$ cat src/rtl/blps_pkg.sv
// types, codes and the mode transition table of the button/led pattern sequencer
// no dependencies; used by button_led_pattern_sequencer_unit

package blps_pkg;

    localparam int unsigned CFG_DATA_W  = 16;
    localparam int unsigned CFG_INDEX_W = 3;
    localparam int unsigned PERIOD_W    = 16;
    localparam int unsigned LEVEL_W     = 8;
    localparam int unsigned LED_W       = 4;
    localparam int unsigned EDGE_W      = 3;

    localparam logic [LEVEL_W-1:0]  LEVEL_MAX = 8'd255;
    localparam logic [PERIOD_W-1:0] COUNT_MAX = 16'hFFFF;

    typedef enum logic [CFG_INDEX_W-1:0] {
        CFG_PERIOD_FORWARD = 3'd0,
        CFG_PERIOD_BLINK   = 3'd1,
        CFG_PERIOD_REVERSE = 3'd2,
        CFG_PERIOD_BREATHE = 3'd3,
        CFG_DEBOUNCE       = 3'd4,
        CFG_BREATHE_STEP   = 3'd5
    } t_cfg_index;

    typedef enum logic [1:0] {
        MODE_FORWARD = 2'd0,
        MODE_BLINK   = 2'd1,
        MODE_REVERSE = 2'd2,
        MODE_BREATHE = 2'd3
    } t_mode;

    typedef enum logic [1:0] {
        EVT_BUTTON1 = 2'd0,
        EVT_BUTTON2 = 2'd1,
        EVT_BUTTON3 = 2'd2
    } t_event;

    localparam logic [PERIOD_W-1:0] RST_PERIOD_FORWARD = 16'd200;
    localparam logic [PERIOD_W-1:0] RST_PERIOD_BLINK   = 16'd500;
    localparam logic [PERIOD_W-1:0] RST_PERIOD_REVERSE = 16'd200;
    localparam logic [PERIOD_W-1:0] RST_PERIOD_BREATHE = 16'd30;
    localparam logic [PERIOD_W-1:0] RST_DEBOUNCE       = 16'd200;
    localparam logic [LEVEL_W-1:0]  RST_BREATHE_STEP   = 8'd5;

    localparam logic [1:0] RST_REVERSE_POS = 2'd3;

    // mode transition on a dequeued button event
    function automatic t_mode next_mode(input t_mode cur, input t_event evt);
        t_mode res;
        res = cur;
        case (cur)
            MODE_FORWARD: begin
                case (evt)
                    EVT_BUTTON1: res = MODE_REVERSE;
                    EVT_BUTTON2: res = MODE_BLINK;
                    EVT_BUTTON3: res = MODE_BREATHE;
                    default:     res = cur;
                endcase
            end
            MODE_BLINK: begin
                case (evt)
                    EVT_BUTTON1: res = MODE_FORWARD;
                    EVT_BUTTON2: res = MODE_REVERSE;
                    EVT_BUTTON3: res = MODE_BREATHE;
                    default:     res = cur;
                endcase
            end
            MODE_REVERSE: begin
                case (evt)
                    EVT_BUTTON1: res = MODE_BLINK;
                    EVT_BUTTON2: res = MODE_FORWARD;
                    EVT_BUTTON3: res = MODE_BREATHE;
                    default:     res = cur;
                endcase
            end
            MODE_BREATHE: res = MODE_FORWARD;
            default:      res = cur;
        endcase
        return res;
    endfunction

endpackage

$ cat src/rtl/button_led_pattern_sequencer_unit.sv
// top level of the button/led pattern sequencer: debounce, event queue, mode patterns
// depends on blps_pkg

// One input transaction is one millisecond tick carrying the falling-edge flags of
// three buttons; every tick yields exactly one result transaction with the led drive,
// the pwm flag and level for led0, and the current mode. A new tick is taken every
// clock cycle unless o_in_stall is raised: the tick goes into an input register,
// and the whole update (debounce, queue push and pop, pattern step) runs from there
// combinationally into the state and the result register, which drives the outputs.
// The result register holds its value while the downstream side stalls, and the
// input register keeps taking a tick until it too is full. Configuration writes are
// meant for idle periods only.

module button_led_pattern_sequencer_unit #(
    parameter int unsigned QUEUE_DEPTH = 10
) (
    input  logic                                  i_clk,
    input  logic                                  i_rst_n,
    // configuration
    input  logic                                  i_cfg_we,
    input  logic [blps_pkg::CFG_INDEX_W-1:0]      i_cfg_index,
    input  logic [blps_pkg::CFG_DATA_W-1:0]       i_cfg_wdata,
    // tick input
    input  logic                                  i_in_valid,
    output logic                                  o_in_stall,
    input  logic [blps_pkg::EDGE_W-1:0]           i_button_edges,
    // result output
    output logic                                  o_out_valid,
    input  logic                                  i_out_stall,
    output logic [blps_pkg::LED_W-1:0]            o_led_levels,
    output logic                                  o_pwm_active,
    output logic [blps_pkg::LEVEL_W-1:0]          o_pwm_level,
    output logic [1:0]                            o_mode_now
);

    localparam int unsigned IDX_W = (QUEUE_DEPTH > 1) ? $clog2(QUEUE_DEPTH) : 1;
    localparam int unsigned CNT_W = $clog2(QUEUE_DEPTH + 1);
    localparam int unsigned SUM_W = CNT_W + 1;
    localparam logic [CNT_W-1:0] DEPTH_CNT = CNT_W'(QUEUE_DEPTH);
    localparam logic [SUM_W-1:0] DEPTH_SUM = SUM_W'(QUEUE_DEPTH);
    localparam logic [IDX_W-1:0] LAST_IDX  = IDX_W'(QUEUE_DEPTH - 1);

    // configuration registers
    logic [blps_pkg::PERIOD_W-1:0] r_period_forward;
    logic [blps_pkg::PERIOD_W-1:0] r_period_blink;
    logic [blps_pkg::PERIOD_W-1:0] r_period_reverse;
    logic [blps_pkg::PERIOD_W-1:0] r_period_breathe;
    logic [blps_pkg::PERIOD_W-1:0] r_debounce;
    logic [blps_pkg::LEVEL_W-1:0]  r_breathe_step;

    // input register
    logic                          r_in_valid;
    logic [blps_pkg::EDGE_W-1:0]   r_in_edges;

    // sequencer state
    blps_pkg::t_mode               r_mode,       n_mode;
    logic [blps_pkg::PERIOD_W-1:0] r_countdown,  n_countdown;
    blps_pkg::t_event              r_q_mem [QUEUE_DEPTH];
    logic [IDX_W-1:0]              r_q_head,     n_q_head;
    logic [CNT_W-1:0]              r_q_count,    n_q_count;
    logic [blps_pkg::PERIOD_W-1:0] r_since,      n_since;
    logic [1:0]                    r_fwd_pos,    n_fwd_pos;
    logic [1:0]                    r_rev_pos,    n_rev_pos;
    logic                          r_blink_ph,   n_blink_ph;
    logic [blps_pkg::LEVEL_W-1:0]  r_bright,     n_bright;
    logic                          r_dimming,    n_dimming;
    logic [blps_pkg::LED_W-1:0]    r_leds,       n_leds;

    // result register
    logic                          r_out_valid;
    logic [blps_pkg::LED_W-1:0]    r_out_leds;
    logic                          r_out_pwm_active;
    logic [blps_pkg::LEVEL_W-1:0]  r_out_pwm_level;
    blps_pkg::t_mode               r_out_mode;

    // combinational work
    logic                          out_free;
    logic                          proc;
    logic                          in_accept;
    logic                          press_ok;
    logic                          push;
    logic                          pop;
    blps_pkg::t_event              press_evt;
    blps_pkg::t_event              deq_evt;
    logic [SUM_W-1:0]              tail_sum;
    logic [IDX_W-1:0]              tail_idx;
    logic [blps_pkg::PERIOD_W-1:0] new_period;
    logic signed [9:0]             breathe_sum;

    assign out_free   = !r_out_valid || !i_out_stall;
    assign proc       = r_in_valid && out_free;
    assign o_in_stall = r_in_valid && !out_free;
    assign in_accept  = i_in_valid && !o_in_stall;

    always_comb begin
        press_ok  = (r_in_edges != '0) && (r_since >= r_debounce);
        press_evt = r_in_edges[0] ? blps_pkg::EVT_BUTTON1 :
                    (r_in_edges[1] ? blps_pkg::EVT_BUTTON2 : blps_pkg::EVT_BUTTON3);
        push      = press_ok && (r_q_count < DEPTH_CNT);

        // write slot = (head + count) mod depth, sum stays below twice the depth
        tail_sum = SUM_W'(r_q_head) + SUM_W'(r_q_count);
        if (tail_sum >= DEPTH_SUM) begin
            tail_sum = tail_sum - DEPTH_SUM;
        end
        tail_idx = tail_sum[IDX_W-1:0];

        // an event pushed this tick into an empty queue can be popped at once
        pop     = (r_countdown == '0) && ((r_q_count != '0) || push);
        deq_evt = (r_q_count != '0) ? r_q_mem[r_q_head] : press_evt;

        n_mode      = r_mode;
        n_countdown = r_countdown;
        n_q_head    = r_q_head;
        n_q_count   = r_q_count + CNT_W'(push) - CNT_W'(pop);
        n_fwd_pos   = r_fwd_pos;
        n_rev_pos   = r_rev_pos;
        n_blink_ph  = r_blink_ph;
        n_bright    = r_bright;
        n_dimming   = r_dimming;
        n_leds      = r_leds;
        new_period  = '0;
        breathe_sum = '0;

        if (press_ok) begin
            n_since = 16'd1;
        end else if (r_since != blps_pkg::COUNT_MAX) begin
            n_since = r_since + 16'd1;
        end else begin
            n_since = r_since;
        end

        if (pop) begin
            n_mode   = blps_pkg::next_mode(r_mode, deq_evt);
            n_q_head = (r_q_head == LAST_IDX) ? '0 : r_q_head + IDX_W'(1);
        end

        if (r_countdown == '0) begin
            case (n_mode)
                blps_pkg::MODE_FORWARD: begin
                    n_leds     = blps_pkg::LED_W'(1) << r_fwd_pos;
                    n_fwd_pos  = r_fwd_pos + 2'd1;
                    new_period = r_period_forward;
                end
                blps_pkg::MODE_BLINK: begin
                    n_leds     = r_blink_ph ? '1 : '0;
                    n_blink_ph = !r_blink_ph;
                    new_period = r_period_blink;
                end
                blps_pkg::MODE_REVERSE: begin
                    n_leds     = blps_pkg::LED_W'(1) << r_rev_pos;
                    n_rev_pos  = r_rev_pos - 2'd1;
                    new_period = r_period_reverse;
                end
                default: begin
                    if (r_dimming) begin
                        breathe_sum = $signed({2'b00, r_bright}) -
                                      $signed({2'b00, r_breathe_step});
                    end else begin
                        breathe_sum = $signed({2'b00, r_bright}) +
                                      $signed({2'b00, r_breathe_step});
                    end
                    // clamp at either end and turn around
                    if (breathe_sum >= 10'sd255) begin
                        n_bright  = blps_pkg::LEVEL_MAX;
                        n_dimming = !r_dimming;
                    end else if (breathe_sum <= 10'sd0) begin
                        n_bright  = '0;
                        n_dimming = !r_dimming;
                    end else begin
                        n_bright  = breathe_sum[blps_pkg::LEVEL_W-1:0];
                    end
                    n_leds     = '0;
                    new_period = r_period_breathe;
                end
            endcase
            // a zero period behaves as one
            n_countdown = (new_period == '0) ? '0 : new_period - 16'd1;
        end else begin
            n_countdown = r_countdown - 16'd1;
        end
    end

    always_ff @(posedge i_clk) begin
        if (!i_rst_n) begin
            r_period_forward <= blps_pkg::RST_PERIOD_FORWARD;
            r_period_blink   <= blps_pkg::RST_PERIOD_BLINK;
            r_period_reverse <= blps_pkg::RST_PERIOD_REVERSE;
            r_period_breathe <= blps_pkg::RST_PERIOD_BREATHE;
            r_debounce       <= blps_pkg::RST_DEBOUNCE;
            r_breathe_step   <= blps_pkg::RST_BREATHE_STEP;
        end else if (i_cfg_we) begin
            case (i_cfg_index)
                blps_pkg::CFG_PERIOD_FORWARD: r_period_forward <= i_cfg_wdata;
                blps_pkg::CFG_PERIOD_BLINK:   r_period_blink   <= i_cfg_wdata;
                blps_pkg::CFG_PERIOD_REVERSE: r_period_reverse <= i_cfg_wdata;
                blps_pkg::CFG_PERIOD_BREATHE: r_period_breathe <= i_cfg_wdata;
                blps_pkg::CFG_DEBOUNCE:       r_debounce       <= i_cfg_wdata;
                blps_pkg::CFG_BREATHE_STEP:
                    r_breathe_step <= i_cfg_wdata[blps_pkg::LEVEL_W-1:0];
                default: ;
            endcase
        end
    end

    always_ff @(posedge i_clk) begin
        if (!i_rst_n) begin
            r_in_valid <= 1'b0;
        end else if (in_accept) begin
            r_in_valid <= 1'b1;
        end else if (proc) begin
            r_in_valid <= 1'b0;
        end
    end

    always_ff @(posedge i_clk) begin
        if (in_accept) begin
            r_in_edges <= i_button_edges;
        end
    end

    always_ff @(posedge i_clk) begin
        if (!i_rst_n) begin
            r_mode      <= blps_pkg::MODE_FORWARD;
            r_countdown <= '0;
            r_q_head    <= '0;
            r_q_count   <= '0;
            r_since     <= '0;
            r_fwd_pos   <= '0;
            r_rev_pos   <= blps_pkg::RST_REVERSE_POS;
            r_blink_ph  <= 1'b0;
            r_bright    <= '0;
            r_dimming   <= 1'b0;
            r_leds      <= '0;
        end else if (proc) begin
            r_mode      <= n_mode;
            r_countdown <= n_countdown;
            r_q_head    <= n_q_head;
            r_q_count   <= n_q_count;
            r_since     <= n_since;
            r_fwd_pos   <= n_fwd_pos;
            r_rev_pos   <= n_rev_pos;
            r_blink_ph  <= n_blink_ph;
            r_bright    <= n_bright;
            r_dimming   <= n_dimming;
            r_leds      <= n_leds;
        end
    end

    always_ff @(posedge i_clk) begin
        if (proc && push) begin
            r_q_mem[tail_idx] <= press_evt;
        end
    end

    always_ff @(posedge i_clk) begin
        if (!i_rst_n) begin
            r_out_valid <= 1'b0;
        end else if (proc) begin
            r_out_valid <= 1'b1;
        end else if (!i_out_stall) begin
            r_out_valid <= 1'b0;
        end
    end

    always_ff @(posedge i_clk) begin
        if (proc) begin
            r_out_leds       <= n_leds;
            r_out_pwm_active <= (n_mode == blps_pkg::MODE_BREATHE);
            r_out_pwm_level  <= (n_mode == blps_pkg::MODE_BREATHE) ? n_bright : '0;
            r_out_mode       <= n_mode;
        end
    end

    assign o_out_valid  = r_out_valid;
    assign o_led_levels = r_out_leds;
    assign o_pwm_active = r_out_pwm_active;
    assign o_pwm_level  = r_out_pwm_level;
    assign o_mode_now   = r_out_mode;

    // queue occupancy never passes its depth
    a_queue_bound: assert property (@(posedge i_clk) disable iff (!i_rst_n)
        r_q_count <= DEPTH_CNT)
        else $error("event queue count above depth");

    // occupancy stays put unless a tick is processed
    a_queue_step: assert property (@(posedge i_clk) disable iff (!i_rst_n)
        !proc |=> (r_q_count == $past(r_q_count)))
        else $error("event queue count changed without a tick");

    // breathing mode drives pwm and turns the on/off leds off
    a_breathe_out: assert property (@(posedge i_clk) disable iff (!i_rst_n)
        o_out_valid |-> ((o_pwm_active == (o_mode_now == blps_pkg::MODE_BREATHE)) &&
                         (o_pwm_active || (o_pwm_level == '0)) &&
                         (!o_pwm_active || (o_led_levels == '0))))
        else $error("pwm outputs inconsistent with mode");

    // a stalled tick leaves the sequencer state alone
    a_state_hold: assert property (@(posedge i_clk) disable iff (!i_rst_n)
        (r_in_valid && !proc) |=> ($stable(r_mode) && $stable(r_countdown) &&
                                   $stable(r_since)))
        else $error("state changed while the input register was blocked");

endmodule
$ cat config.mk
export PLATFORM = sky130hd
export DESIGN_NAME = button_led_pattern_sequencer_unit
export DESIGN_NICKNAME = d
export VERILOG_FILES = /design/src/rtl/blps_pkg.sv /design/src/rtl/button_led_pattern_sequencer_unit.sv
export SDC_FILE = /design/constraint.sdc
export NUM_CORES = 1
export LEC_CHECK = 0
export BUFFER_PORTS_ARGS = -buffer_cell sky130_fd_sc_hd__clkbuf_2
export CAP_MARGIN = 20
export CORE_ASPECT_RATIO = 0.6
export CORE_MARGIN = 2
export CORE_UTILIZATION = 56
export DETAILED_ROUTE_END_ITERATION = 8
export PLACE_DENSITY = 0.76
export SLEW_MARGIN = 10
export SYNTH_ARGS = -nofsm -noshare
export SYNTH_HDL_FRONTEND = slang
export SYNTH_SLANG_ARGS = --single-unit
export TNS_END_PERCENT = 50
$ cat constraint.sdc
create_clock -name i_clk -period 4.56 [get_ports i_clk]
set_clock_uncertainty 0.1 [all_clocks]
set_input_delay 0.456 -clock i_clk [delete_from_list [all_inputs] [get_ports i_clk]]
set_output_delay 0.456 -clock i_clk [all_outputs]
set_load 0.05 [all_outputs]
# Word-level counts from Yosys, hierarchy flattened
# Memory sizes are Yosys's and may differ from the RTL's. A register that Yosys moved wholly into a read port is not among the register bits.
# Cells that the tools add are included.
word_totals:
  regBits: 168
  ramBits: 20
  inputBits: 27
  output_inout_bits: 17
  word_cells: 136
  n_memories: 1
op_classes:
  add_sub_neg: 12
  order_cmp: 5
  n_eq_ne: 16
  shift: 2
  mux: 36
  bitwise_logic: 1
  reduce_logical: 39
mem_list:
  columns: ["memory", "words", "word_bits", "rd", "rd_ports_with_merged_regs", "write_ports", "line_no", "source"]
  rows:
  - ["r_q_mem", 10, 2, 1, 1, 1, "button_led_pattern_sequencer_unit.sv:58", "blps_pkg::t_event r_q_mem [QUEUE_DEPTH];"]
ops:
  columns: ["op", "n"]
  rows:
  - ["$mux W16", 5]
  - ["$pmux W16 S3", 1]
  - ["$logic_not A16 Y1", 2]
  - ["$mux W8", 4]
  - ["$sub A16 B1 Y16 const B", 2]
  - ["$mux W10", 3]
  - ["$mux W4", 6]
  - ["$pmux W2 S3", 3]
  - ["$add A16 B1 Y16 const B", 1]
  - ["$ge A16 B16 Y1", 1]
  - ["$ne A16 B16 Y1 const B", 1]
  - ["$reduce_and A2 Y1", 8]
  - ["$pmux W4 S3", 1]
  - ["$eq A2 B2 Y1 const B", 5]
  - ["$ge A10 B9 Y1 const B", 1]
  - ["$le A10 B1 Y1 const B", 1]
  - ["$add A8 B8 Y9", 1]
  - ["$reduce_and A3 Y1", 3]
  - ["$sub A8 B8 Y9", 1]
  - ["$mux W1", 8]
  - ["$mux W2", 4]
  - ["$pmux W2 S4", 1]
  - ["$shl A1 B2 Y4 const A", 2]
  - ["$logic_and A1 B1 Y1", 7]
  - ["other kinds (25)", 39]

# Depth between registers and ports, before layout
# Gate-level depths: netlist (run 1).
logic_depth:
  ltp_word: 16
  depth_mapped: 23
  mapped_depth_nobuf: 20

# Worst setup path after synthesis (run 1)
# OpenSTA, ideal clock, no wires.
synth_path:
  kind: "reg2reg"
  startpoint: "reg (tool-made name)"
  endpoint: "reg r_countdown[1] (netlist bit)"
  setup_ns: 0.079
  arrival_ns: 4.476
  t_required_ns: 4.381
  path_slack_ns: -0.095
  stages_incl_launch_ff: 23
  n_path_buf: 4
  synth_period_minus_slack_ns: 4.655
  cell_sequence: "dfxtp_1 > clkbuf_1 > mux4_2 > nor2b_1 > a211oi_1 > a211oi_1 > a21oi_1 > inv_1 > ha_1 > o21ai_0 > o21a_1 > clkbuf_1 > nand4_2 > and2_4 > buf_6 > buf_4 > a221o_1 > ha_1 > and3_1 > nor2b_4 > a21oi_4 > a21oi_1 > a211oi_2"
synth_rtl:
  columns: ["item", "line_no", "source"]
  rows:
  - ["to (signal assigned)", "button_led_pattern_sequencer_unit.sv:237", "r_countdown <= n_countdown;"]
  - ["to (decl)", "button_led_pattern_sequencer_unit.sv:57", "logic [blps_pkg::PERIOD_W-1:0] r_countdown, n_countdown;"]

==> results of run 1 <==
[worst max path at each step]
stage	cells after the start	start	slack, ns	end
after global routing	17	flop	-0.23	r_countdown[15]
after floorplan	22	flop	0.05	r_countdown[1]
after detailed placement	17	flop	-0.14	r_countdown[7]
after global placement	17	flop	0.04	r_countdown[7]
final	21	flop	-0.01	r_countdown[6]
after CTS	20	flop	0.03	r_countdown[5]
[layout make-up]
class                      instances  area share [%]
inverter                          60            1.84
timing repair buffer             120            7.38
sequential                       192            33.8
multi-input combinational        966            50.2
clock inverter                    11           0.660
clock buffer                      21            3.60
tap                              246            2.46
[stage by stage]
| stage | TNS [ns] | area (um2) | hold WS, ns | cells | power, mW |
|---|---|---|---|---|---|
| 2_1_floorplan | 0 | 10700 | 0.332 | 1283 | 2.91 |
| 3_5_place_dp | -1.16 | 11400 | 0.347 | 1554 | 3.33 |
| 6_report | -0.0145 | 12500 | 0.0845 | 1616 | 5.07 |
| 3_3_place_gp | 0 | 11400 | 0.345 | 1553 | 3.30 |
| 4_1_cts | 0 | 12000 | 0.0723 | 1588 | 4.72 |
| 5_1_grt | -2.22 | 12500 | 0.0724 | 1616 | 5.27 |
[metal layers]
metal	up-vias	share of wire [%]
met5	-	0
met4	0	1.5
met3	58	13
met2	545	39
met1	4676	46
li1	4686	-
[power by group]
group / switching, mW / internal, mW
Combinational: 1.08 / 0.723
Clock: 0.677 / 0.720
Sequential: 0.0660 / 1.81
[layout by cell type, fill, tap and decap left out, drive strengths merged, types with 4 or more instances in the layout]
| master | synthesis | routed |
|---|---|---|
| edfxtp | 38 | 38 |
| a21oi | 118 | 118 |
| o211ai | 5 | 5 |
| buf | 18 | 74 |
| fa | 4 | 4 |
| xor2 | 17 | 17 |
| nand4 | 21 | 22 |
| xnor2 | 26 | 26 |
| o21a | 7 | 7 |
| o21ai | 52 | 52 |
| nand2 | 276 | 276 |
| clkbuf | 48 | 67 |
| nor2 | 93 | 93 |
| and2 | 5 | 5 |
| nand3b | 5 | 5 |
| a2111oi | 18 | 18 |
| nor2b | 15 | 15 |
| nor4 | 9 | 9 |
| inv | 58 | 62 |
| o21bai | 4 | 4 |
| mux2i | 10 | 10 |
| a211oi | 17 | 17 |
| o221a | 6 | 6 |
| dfxtp | 154 | 154 |
| nand3 | 40 | 40 |
| mux4 | 4 | 4 |
| mux2 | 16 | 16 |
| a221oi | 6 | 6 |
| a21o | 11 | 11 |
| a32oi | 8 | 8 |
| ha | 51 | 51 |
| a221o | 12 | 12 |
| a31oi | 6 | 6 |
| and3 | 9 | 9 |
| or3 | 9 | 9 |
| nor3 | 39 | 39 |
| a22oi | 5 | 5 |
| clkinv | 2 | 7 |
[state kept, by name, indices dropped and copies added (netlist names), 4 cells and up, named ones only]
register and cells:
r_leds 4, r_debounce 16, r_breathe_step 8, r_period_forward 16
o_led_levels 4, r_q_count 4, r_bright 8, r_period_reverse 16
r_period_breathe 16, r_since 16, r_q_mem 20, r_q_head 4
o_pwm_level 8, r_countdown 16, r_period_blink 16
[repair_timing]
item                                    CTS  global route
resized for setup                         7            71
gates cloned                              0             4
pin swaps                                 3            30
endpoints found under the setup margin   15            27
buffers inserted                          2            25
[logic make-up (layout without fill, tap and decap cells)]
| kind of cell | after synthesis | count (layout) | share of synthesized area, % |
|---|---|---|---|
| buffers and inverters | 126 | 212 | 4.83 |
| flip-flops | 192 | 192 | 39.3 |
| AO/OA/AOI/OAI | 298 | 298 | 18.8 |
| XOR/XNOR | 43 | 43 | 3.51 |
| multiplexers | 30 | 30 | 3.48 |
| adder cells (fa/ha/maj) | 55 | 55 | 6.69 |
| AND/OR/NAND/NOR | 539 | 540 | 23.4 |
[critical path, stage by stage (launching register included)]
cell and delay (ns):
dfxtp_4 0.39, mux4_2 0.51, nor2b_4 0.14, a211oi_2 0.17, a211oi_2 0.06, a21oi_2 0.24, ha_4 0.25, mux2i_1 0.20
o22ai_2 0.15, o21ai_4 0.35, buf_12 0.17, nand2_1 0.06, nand4_1 0.10, o21ai_1 0.11, a221o_1 0.41, buf_4 0.15
ha_2 0.21, nand3_4 0.11, nor2_1 0.08, xnor2_1 0.19, a221oi_2 0.23, nor2_1 0.06
==> qor.txt, run 1 <==
SYNTHESIS
----------------------------------------------------------------------------------------------------
Primary flip-flop cell chosen by synthesis mapping ....................................      dfxtp_1
Cell taking the most area after synthesis .............................................      dfxtp_1
Count of cell types in the netlist ....................................................           90
Cell types with the highest counts after synthesis .................................... 275 x nand2_1, 154 x dfxtp_1, 116 x a21oi_1
Synth Instances .......................................................................         1283
Count of state elements after synthesis ...............................................          192
Net count after synthesis .............................................................         1365
Yosys Warn Count ......................................................................            0
Number of enable-type register cells in the synthesized netlist .......................           38
Post-synth top area share .............................................................        28.7%
Top cells by area in the synthesized netlist .......................................... dfxtp_1 29%, edfxtp_1 11%, nand2_1 9.6%, ha_1 5.9%, a21oi_1 5.4%
Fraction of registers with async set/reset ............................................           0%
Post-synthesis area per instance ......................................................     8.37 um2
Most repeated cell in the gate-level netlist after synthesis ..........................      nand2_1
Seq/Total Area, Yosys .................................................................        39.3%
Synthesized area ......................................................................   0.0107 mm2

SETUP PATH
----------------------------------------------------------------------------------------------------
Worst Reg-to-Reg Cells ................................................................           21
Worst reg2reg path endpoint ........................................................... r_countdown[6]
Arrival time at the worst endpoint ....................................................      4.78 ns
Critical Path Start Type ..............................................................         flop
Capturing element type of the critical path ...........................................         flop
Data required, critical path ..........................................................      4.77 ns
CP max FO .............................................................................            5
Reg2Reg Setup Slack ...................................................................     -0.01 ns
Worst setup path category ............................................................. flop to flop

FINISH
----------------------------------------------------------------------------------------------------
Core Util, Final ......................................................................        66.0%
Number of nets at the end of the flow .................................................         1439
Antenna diodes ........................................................................            0
Filler instances ......................................................................         1509
Area taken by flip-flops and latches ..................................................  0.00423 mm2
Multi-input combinational cell area ...................................................  0.00628 mm2
Proportion of layout cells with a drive suffix above 1 ................................        18.8%
Synth-to-layout area growth ...........................................................        16.4%

ROUTING
----------------------------------------------------------------------------------------------------
Total via count in the routed design ..................................................         9965
Starting DRC count in detailed routing ................................................         1105
Total iterations of the first detailed-routing run ....................................            7
DRT Wirelength ........................................................................     31400 um
DRC violations left ...................................................................            0
Mean number of vias per cell ..........................................................         6.17
Routed wire per std cell ..............................................................      19.4 um
Routed Antenna Nets ...................................................................            0

STATUS
----------------------------------------------------------------------------------------------------
Result of the run ..................................................................... complete, but fails checks
Violations in the final reports ....................................................... setup timing

TIMING
----------------------------------------------------------------------------------------------------
Period utilisation layout .............................................................         100%
Max Freq ..............................................................................    0.219 GHz
Final count of negative-setup-slack endpoints .........................................            1
Least setup slack across all paths after layout .......................................   -0.0145 ns
Count of final max-slew check failures ................................................            0
Worst-Margin Slew .....................................................................     0.778 ns
Worst slew slack as a fraction of its limit ...........................................        48.1%
Final critical delay including setup and external delays ..............................      4.57 ns
Final count of hold timing violations .................................................            0

MIN PATH
----------------------------------------------------------------------------------------------------
Endpoint of the worst hold-timing path ................................................ r_in_edges[2]
Class of the tightest hold or removal check ........................................... input port to flop
Hold path startpoint .................................................................. i_button_edges[2]
Worst hold path stage count ...........................................................            1

FLOORPLAN
----------------------------------------------------------------------------------------------------
Die Footprint .........................................................................   0.0203 mm2
IO Count ..............................................................................           44
Overall die height ....................................................................       111 um
Initial core utilization ..............................................................        56.7%
Floorplan row count ...................................................................           39
Area of the core ......................................................................   0.0189 mm2
Die span in x .........................................................................       183 um

PLACE
----------------------------------------------------------------------------------------------------
Post-placement worst setup slack ......................................................    -0.141 ns
Count of input and output buffers .....................................................           43
Post-detail-place hpwl ................................................................     21000 um
Gp weighted congestion ................................................................        0.889

CTS
----------------------------------------------------------------------------------------------------
Clk_lat worst skew ....................................................................      0.44 ns
Clock root cell .......................................................................    clkbuf_16
Number of buffers created by CTS ......................................................           17
CTS H-tree depth ......................................................................            4
Number of clock sinks seen by CTS .....................................................          192
Buffer depth of the longest clock path ................................................            2
Hold bufs inserted after CTS ..........................................................            0
Clock tree from TritonCTS .............................................................        built
Clock-pin slew reported for the worst setup and hold paths after clock tree synthesis .      0.08 ns

GRT
----------------------------------------------------------------------------------------------------
Global-route usage over all layers ....................................................        29.4%
M1 GR Usage ...........................................................................        45.5%
GRT busiest layer .....................................................................         met1
Met2 demand-to-capacity share in global routing .......................................        38.3%
Via count of the first global-routing pass ............................................         8677
Wire length of the first global-routing pass ..........................................     46900 um
Pin count of the biggest net entering global routing ..................................           77
Antenna violations before repair ......................................................            0
Global Route met3 Usage ...............................................................        10.5%
Total congestion overflow .............................................................            0

POWER AND IR DROP
----------------------------------------------------------------------------------------------------
Reported leakage power ................................................................      4.72 nW
Power density normalized to cell area .................................................   406 mW/mm2
Worst ir drop on vdd ..................................................................     0.315 mV

RUN
----------------------------------------------------------------------------------------------------
Number of max-cap violations ..........................................................            0

No activity file was read; power rests on OpenSTA's default activity.
==> run 2, diff against run 1 <==
- CORE_ASPECT_RATIO: 0.6 -> 0.7
- CORE_UTILIZATION: 56 -> 60
- PLACE_DENSITY: 0.76 -> 0.78
- clock period: 4.56 -> 5.9 ns (I/O delays scaled with it)
==> qor.txt, run 2 (synthesis results as in run 1) <==
GRT
----------------------------------------------------------------------------------------------------
M1 GR Usage ...........................................................................        48.6%
Global Route met3 Usage ...............................................................        6.01%
Pin count of the biggest net entering global routing ..................................           73
Global-route usage over all layers ....................................................        31.2%
Wire length of the first global-routing pass ..........................................     46100 um
Antenna violations before repair ......................................................            0
Met2 demand-to-capacity share in global routing .......................................        43.4%
Total congestion overflow .............................................................            0
GRT busiest layer .....................................................................         met1
Via count of the first global-routing pass ............................................         8615

FLOORPLAN
----------------------------------------------------------------------------------------------------
Floorplan row count ...................................................................           40
IO Count ..............................................................................           44
Die Footprint .........................................................................   0.0190 mm2
Area of the core ......................................................................   0.0173 mm2
Die span in x .........................................................................       164 um
Overall die height ....................................................................       116 um
Initial core utilization ..............................................................        62.0%

ROUTING
----------------------------------------------------------------------------------------------------
Mean number of vias per cell ..........................................................         6.23
DRT Wirelength ........................................................................     28700 um
Routed wire per std cell ..............................................................      18.7 um
Routed Antenna Nets ...................................................................            0
Total via count in the routed design ..................................................         9565
DRC violations left ...................................................................            0
Starting DRC count in detailed routing ................................................         1082
Total iterations of the first detailed-routing run ....................................            5

PLACE
----------------------------------------------------------------------------------------------------
Gp weighted congestion ................................................................        0.978
Post-detail-place hpwl ................................................................     20300 um
Count of input and output buffers .....................................................           43

TIMING
----------------------------------------------------------------------------------------------------
Final critical delay including setup and external delays ..............................      5.04 ns
Worst slew slack as a fraction of its limit ...........................................        36.9%
Max Freq ..............................................................................    0.198 GHz
Post-route setup TNS ..................................................................         0 ns
Final count of hold timing violations .................................................            0
Period utilisation layout .............................................................        85.4%
Worst-Margin Slew .....................................................................     0.947 ns
Final hold slack ......................................................................     0.227 ns
Count of final max-slew check failures ................................................            0
Final count of negative-setup-slack endpoints .........................................            0
Unrepaired setup endpoints after global routing .......................................           no

SETUP PATH
----------------------------------------------------------------------------------------------------
Worst Reg-to-Reg Cells ................................................................           17
Reg2Reg Setup Slack ...................................................................      0.86 ns
Arrival time at the worst endpoint ....................................................      5.25 ns
Critical Path Start Type ..............................................................         flop
Capturing element type of the critical path ...........................................         flop
Data required, critical path ..........................................................      6.11 ns
Worst reg2reg path endpoint ........................................................... r_countdown[7]
CP max FO .............................................................................           15
Worst setup path category ............................................................. flop to flop

CTS
----------------------------------------------------------------------------------------------------
Number of cells upsized or downsized after cts ........................................            0
Number of buffers created by CTS ......................................................           17
Post-CTS Repair Setup Buffers .........................................................            0
Clock-pin slew reported for the worst setup and hold paths after clock tree synthesis .      0.07 ns
Clock tree from TritonCTS .............................................................        built
CTS H-tree depth ......................................................................            4
Buffer depth of the longest clock path ................................................            2
Number of clock sinks seen by CTS .....................................................          192
Clock root cell .......................................................................    clkbuf_16
Clk_lat worst skew ....................................................................      0.45 ns
Hold bufs inserted after CTS ..........................................................            0

POWER AND IR DROP
----------------------------------------------------------------------------------------------------
Reported leakage power ................................................................      4.36 nW
Worst ir drop on vdd ..................................................................     0.181 mV
Power density normalized to cell area .................................................   316 mW/mm2

FINISH
----------------------------------------------------------------------------------------------------
Reg with most FFs .....................................................................      r_q_mem
Core Util, Final ......................................................................        67.3%
Synth-to-layout area growth ...........................................................        8.46%
Max FFs per register ..................................................................           20
Antenna diodes ........................................................................            0
Commonest non-fill, non-tap cell in the layout ........................................      nand2_1
Highest-count cells in the layout ignoring fill and taps .............................. 275 x nand2_1, 154 x dfxtp_1, 116 x a21oi_1, 90 x nor2_1, 55 x inv_1
Number of nets at the end of the flow .................................................         1373
Proportion of layout cells with a drive suffix above 1 ................................        11.9%

MIN PATH
----------------------------------------------------------------------------------------------------
Class of the tightest hold or removal check ........................................... input port to flop
Hold path startpoint .................................................................. i_button_edges[1]
Worst hold path stage count ...........................................................            1
Endpoint of the worst hold-timing path ................................................ r_in_edges[1]

STATUS
----------------------------------------------------------------------------------------------------
Result of the run ..................................................................... complete, no violations

RUN
----------------------------------------------------------------------------------------------------
Number of max-cap violations ..........................................................            0

run 2: per-stage QoR:
| stage | setup slack (ns) | std cells | area, um2 | power, mW |
|---|---|---|---|---|
| floorplan | 1.24 | 1283 | 10700 | 2.25 |
| global placement | 1.10 | 1503 | 11000 | 2.46 |
| detailed placement | 0.952 | 1503 | 11000 | 2.49 |
| CTS | 0.927 | 1535 | 11600 | 3.67 |
| global route | 0.448 | 1535 | 11600 | 3.83 |
| finish | 0.859 | 1535 | 11600 | 3.69 |
run 2: how the worst max path moves through the flow:
stage | startpoint | endpoint | slack, ns | cells after the start
2_1_floorplan | flop | r_countdown[1] | 1.24 | 22
3_3_place_gp | flop | r_countdown[6] | 1.10 | 17
3_5_place_dp | flop | r_countdown[2] | 0.95 | 19
4_1_cts | flop | r_countdown[7] | 0.93 | 19
5_1_grt | flop | r_countdown[14] | 0.45 | 18
6_report | flop | r_countdown[7] | 0.86 | 17
run 2: final cells by class:
class | instances | area [um2]
flip-flops and latches | 192 | 4220
well taps | 231 | 289
clock buffers | 19 | 464
repair buffers | 55 | 305
fillers | 1451 | 5670
multi-input cells | 965 | 6000
clock inverters | 13 | 139
inverters | 60 | 228
run 2: power breakdown:
group | switching (mW) | internal (mW) | total [mW]
Sequential | 0.0505 | 1.40 | 1.45
Clock | 0.562 | 0.637 | 1.20
Combinational | 0.691 | 0.349 | 1.04
run 2: critical path, stage by stage, from the launching register on:
cell,delay (ns)
dfxtp_1,0.55
mux4_2,0.54
nor2b_1,0.14
a211oi_1,0.20
a211oi_1,0.08
a21oi_1,0.22
ha_1,0.23
mux2i_1,0.08
o22ai_1,0.19
o21a_1,0.21
nand4_2,0.34
a2111oi_0,0.62
a221o_2,0.25
nand4_4,0.19
nor4_4,0.49
a21oi_4,0.15
a221oi_2,0.27
nor2_1,0.06
run 2: per-layer routing:
metal	share of wire (%)	wire length [um]	vias to the layer above
met3	9.7	2780	42
li1	-	-	4549
met1	48	13800	4522
met4	1.4	398	0
met5	0	0	-
met2	41	11700	452
==> run 3, diff against run 2 <==
==> constraint.sdc (replaced) <==
create_clock -name i_clk -period 5.9 [get_ports i_clk]
set_clock_uncertainty 0.1 [all_clocks]
set_input_delay 0.295 -clock i_clk [delete_from_list [all_inputs] [get_ports i_clk]]
set_output_delay 0.295 -clock i_clk [all_outputs]
set_load 0.05 [all_outputs]
==> qor.txt, run 3 (synthesis results as in run 1) <==
CTS
----------------------------------------------------------------------------------------------------
Clk_lat worst skew ....................................................................      0.43 ns
Number of buffers created by CTS ......................................................           17
Clock tree from TritonCTS .............................................................        built
Clock-pin slew reported for the worst setup and hold paths after clock tree synthesis .      0.06 ns
Clock root cell .......................................................................    clkbuf_16
CTS H-tree depth ......................................................................            4
Buffer depth of the longest clock path ................................................            2
Post-CTS Repair Setup Buffers .........................................................            0
Number of clock sinks seen by CTS .....................................................          192

TIMING
----------------------------------------------------------------------------------------------------
Max Freq ..............................................................................    0.189 GHz
Period utilisation layout .............................................................        89.7%
Count of final max-slew check failures ................................................            0
Unrepaired setup endpoints after global routing .......................................           no
Final critical delay including setup and external delays ..............................      5.29 ns
Worst slew slack as a fraction of its limit ...........................................        32.6%
Worst-Margin Slew .....................................................................      1.01 ns
Post-route setup TNS ..................................................................         0 ns
Final count of hold timing violations .................................................            0
Final count of negative-setup-slack endpoints .........................................            0

FLOORPLAN
----------------------------------------------------------------------------------------------------
Overall die height ....................................................................       116 um
Initial core utilization ..............................................................        62.0%
IO Count ..............................................................................           44
Die Footprint .........................................................................   0.0190 mm2
Area of the core ......................................................................   0.0173 mm2
Floorplan row count ...................................................................           40
Die span in x .........................................................................       164 um

FINISH
----------------------------------------------------------------------------------------------------
Filler instances ......................................................................         1435
Number of nets at the end of the flow .................................................         1378
Highest-count cells in the layout ignoring fill and taps .............................. 275 x nand2_1, 154 x dfxtp_1, 116 x a21oi_1, 91 x nor2_1, 55 x inv_1
Max FFs per register ..................................................................           20
Reg with most FFs .....................................................................      r_q_mem
Synth-to-layout area growth ...........................................................        8.90%
Proportion of layout cells with a drive suffix above 1 ................................        11.6%
Final design instance area without fill ...............................................   0.0117 mm2
Final cell count without fillers ......................................................         1540
Multi-input combinational cell area ...................................................  0.00600 mm2
Antenna diodes ........................................................................            0
Commonest non-fill, non-tap cell in the layout ........................................      nand2_1
Area taken by flip-flops and latches ..................................................  0.00422 mm2

GRT
----------------------------------------------------------------------------------------------------
Pin count of the biggest net entering global routing ..................................           75
M1 GR Usage ...........................................................................        48.1%
Antenna violations before repair ......................................................            0
Global Route met3 Usage ...............................................................        6.94%
Wire length of the first global-routing pass ..........................................     46200 um
Global-route usage over all layers ....................................................        31.1%
Total congestion overflow .............................................................            0
Via count of the first global-routing pass ............................................         8668
GRT busiest layer .....................................................................         met1
Met2 demand-to-capacity share in global routing .......................................        44.0%

ROUTING
----------------------------------------------------------------------------------------------------
DRC violations left ...................................................................            0
DRT Wirelength ........................................................................     28600 um
Total via count in the routed design ..................................................         9553
Routed wire per std cell ..............................................................      18.6 um
Mean number of vias per cell ..........................................................         6.20
Total iterations of the first detailed-routing run ....................................            6
Starting DRC count in detailed routing ................................................         1276
Routed Antenna Nets ...................................................................            0

STATUS
----------------------------------------------------------------------------------------------------
Result of the run ..................................................................... complete, no violations

RUN
----------------------------------------------------------------------------------------------------
Number of max-cap violations ..........................................................            0

PLACE
----------------------------------------------------------------------------------------------------
Gp weighted congestion ................................................................        0.980
Standard cell area after detailed placement ...........................................   0.0110 mm2
Post-detail-place hpwl ................................................................     20200 um
Count of input and output buffers .....................................................           43
Placed cells ..........................................................................         1503

SETUP PATH
----------------------------------------------------------------------------------------------------
CP max FO .............................................................................           15
Worst setup path category ............................................................. flop to flop
Reg2Reg Setup Slack ...................................................................      0.61 ns
Critical Path Start Type ..............................................................         flop
Data required, critical path ..........................................................      6.15 ns
Capturing element type of the critical path ...........................................         flop
Arrival time at the worst endpoint ....................................................      5.54 ns

POWER AND IR DROP
----------------------------------------------------------------------------------------------------
Power density normalized to cell area .................................................   315 mW/mm2
Worst ir drop on vdd ..................................................................     0.217 mV
Reported leakage power ................................................................      4.38 nW

MIN PATH
----------------------------------------------------------------------------------------------------
Hold path startpoint ..................................................................  i_out_stall
Class of the tightest hold or removal check ........................................... input port to flop

run 3: changes by cell type in the layout (fill, tap and decap cells not counted), sizes merged:
cell / delta
bufinv: +1
inv: -9
clkinvlp: +1
dlygate4sd3: +4
buf: +1
clkbuf: +5
clkinv: +2
run 3: final timing paths:
kind         depth (start not counted)         endpoint
max                                 18  r_countdown[14]
min                                  3      o_out_valid
max reg2reg                         18  r_countdown[14]
min reg2reg                          2   r_debounce[14]
run 3: critical path, stage by stage (launching register included):
cell and delay [ns]:
dfxtp_1 0.57, mux4_2 0.55, nor2b_1 0.14, a211oi_1 0.22, a211oi_1 0.08, a21oi_1 0.20, inv_1 0.10, ha_1 0.24
o21ai_0 0.12, o21a_1 0.23, nand4_2 0.37, a2111oi_0 0.71, a221o_1 0.35, ha_1 0.26, nand3_1 0.24, nor4_1 0.31
xnor2_1 0.17, nand2_1 0.07, a31oi_1 0.17
run 3: routing by layer:
| layer | wire [um] | vias up |
|---|---|---|
| li1 | - | 4559 |
| met1 | 13800 | 4534 |
| met2 | 11700 | 422 |
| met3 | 2790 | 38 |
| met4 | 324 | 0 |
| met5 | 0 | - |
run 3: area by class of cell:
type                    instances  share of cell area, %
well taps                     231                   2.47
multi-input cells             965                   51.3
clock inverters                 8                  0.877
repair buffers                 60                   3.02
flip-flops and latches        192                   36.1
inverters                      60                   1.95
clock buffers                  24                   4.30
run 3: metrics by stage:
step                util [%]  setup slack (ns)  power [mW]  hold slack, ns
CTS                     67.5             0.804        3.66          0.0448
finish                  67.5             0.605        3.68          0.0554
floorplan                  -              1.24        2.25           0.294
global route            67.5             0.315        3.83          0.0557
detailed placement      63.8             0.865        2.48           0.348
global placement        63.8              1.07        2.46           0.343
run 3: power breakdown:
group          internal (mW)  leakage (nW)  switching [mW]  total (mW)
logic                  0.350          2.48           0.696        1.05
registers               1.40          1.61          0.0510        1.45
clock network          0.686         0.297           0.500        1.19
run 3: repair_timing:
item | in CTS | in global routing
endpoints found under the hold margin | 4 | 0
gates resized for setup | 0 | 0
hold buffers | 4 | 0
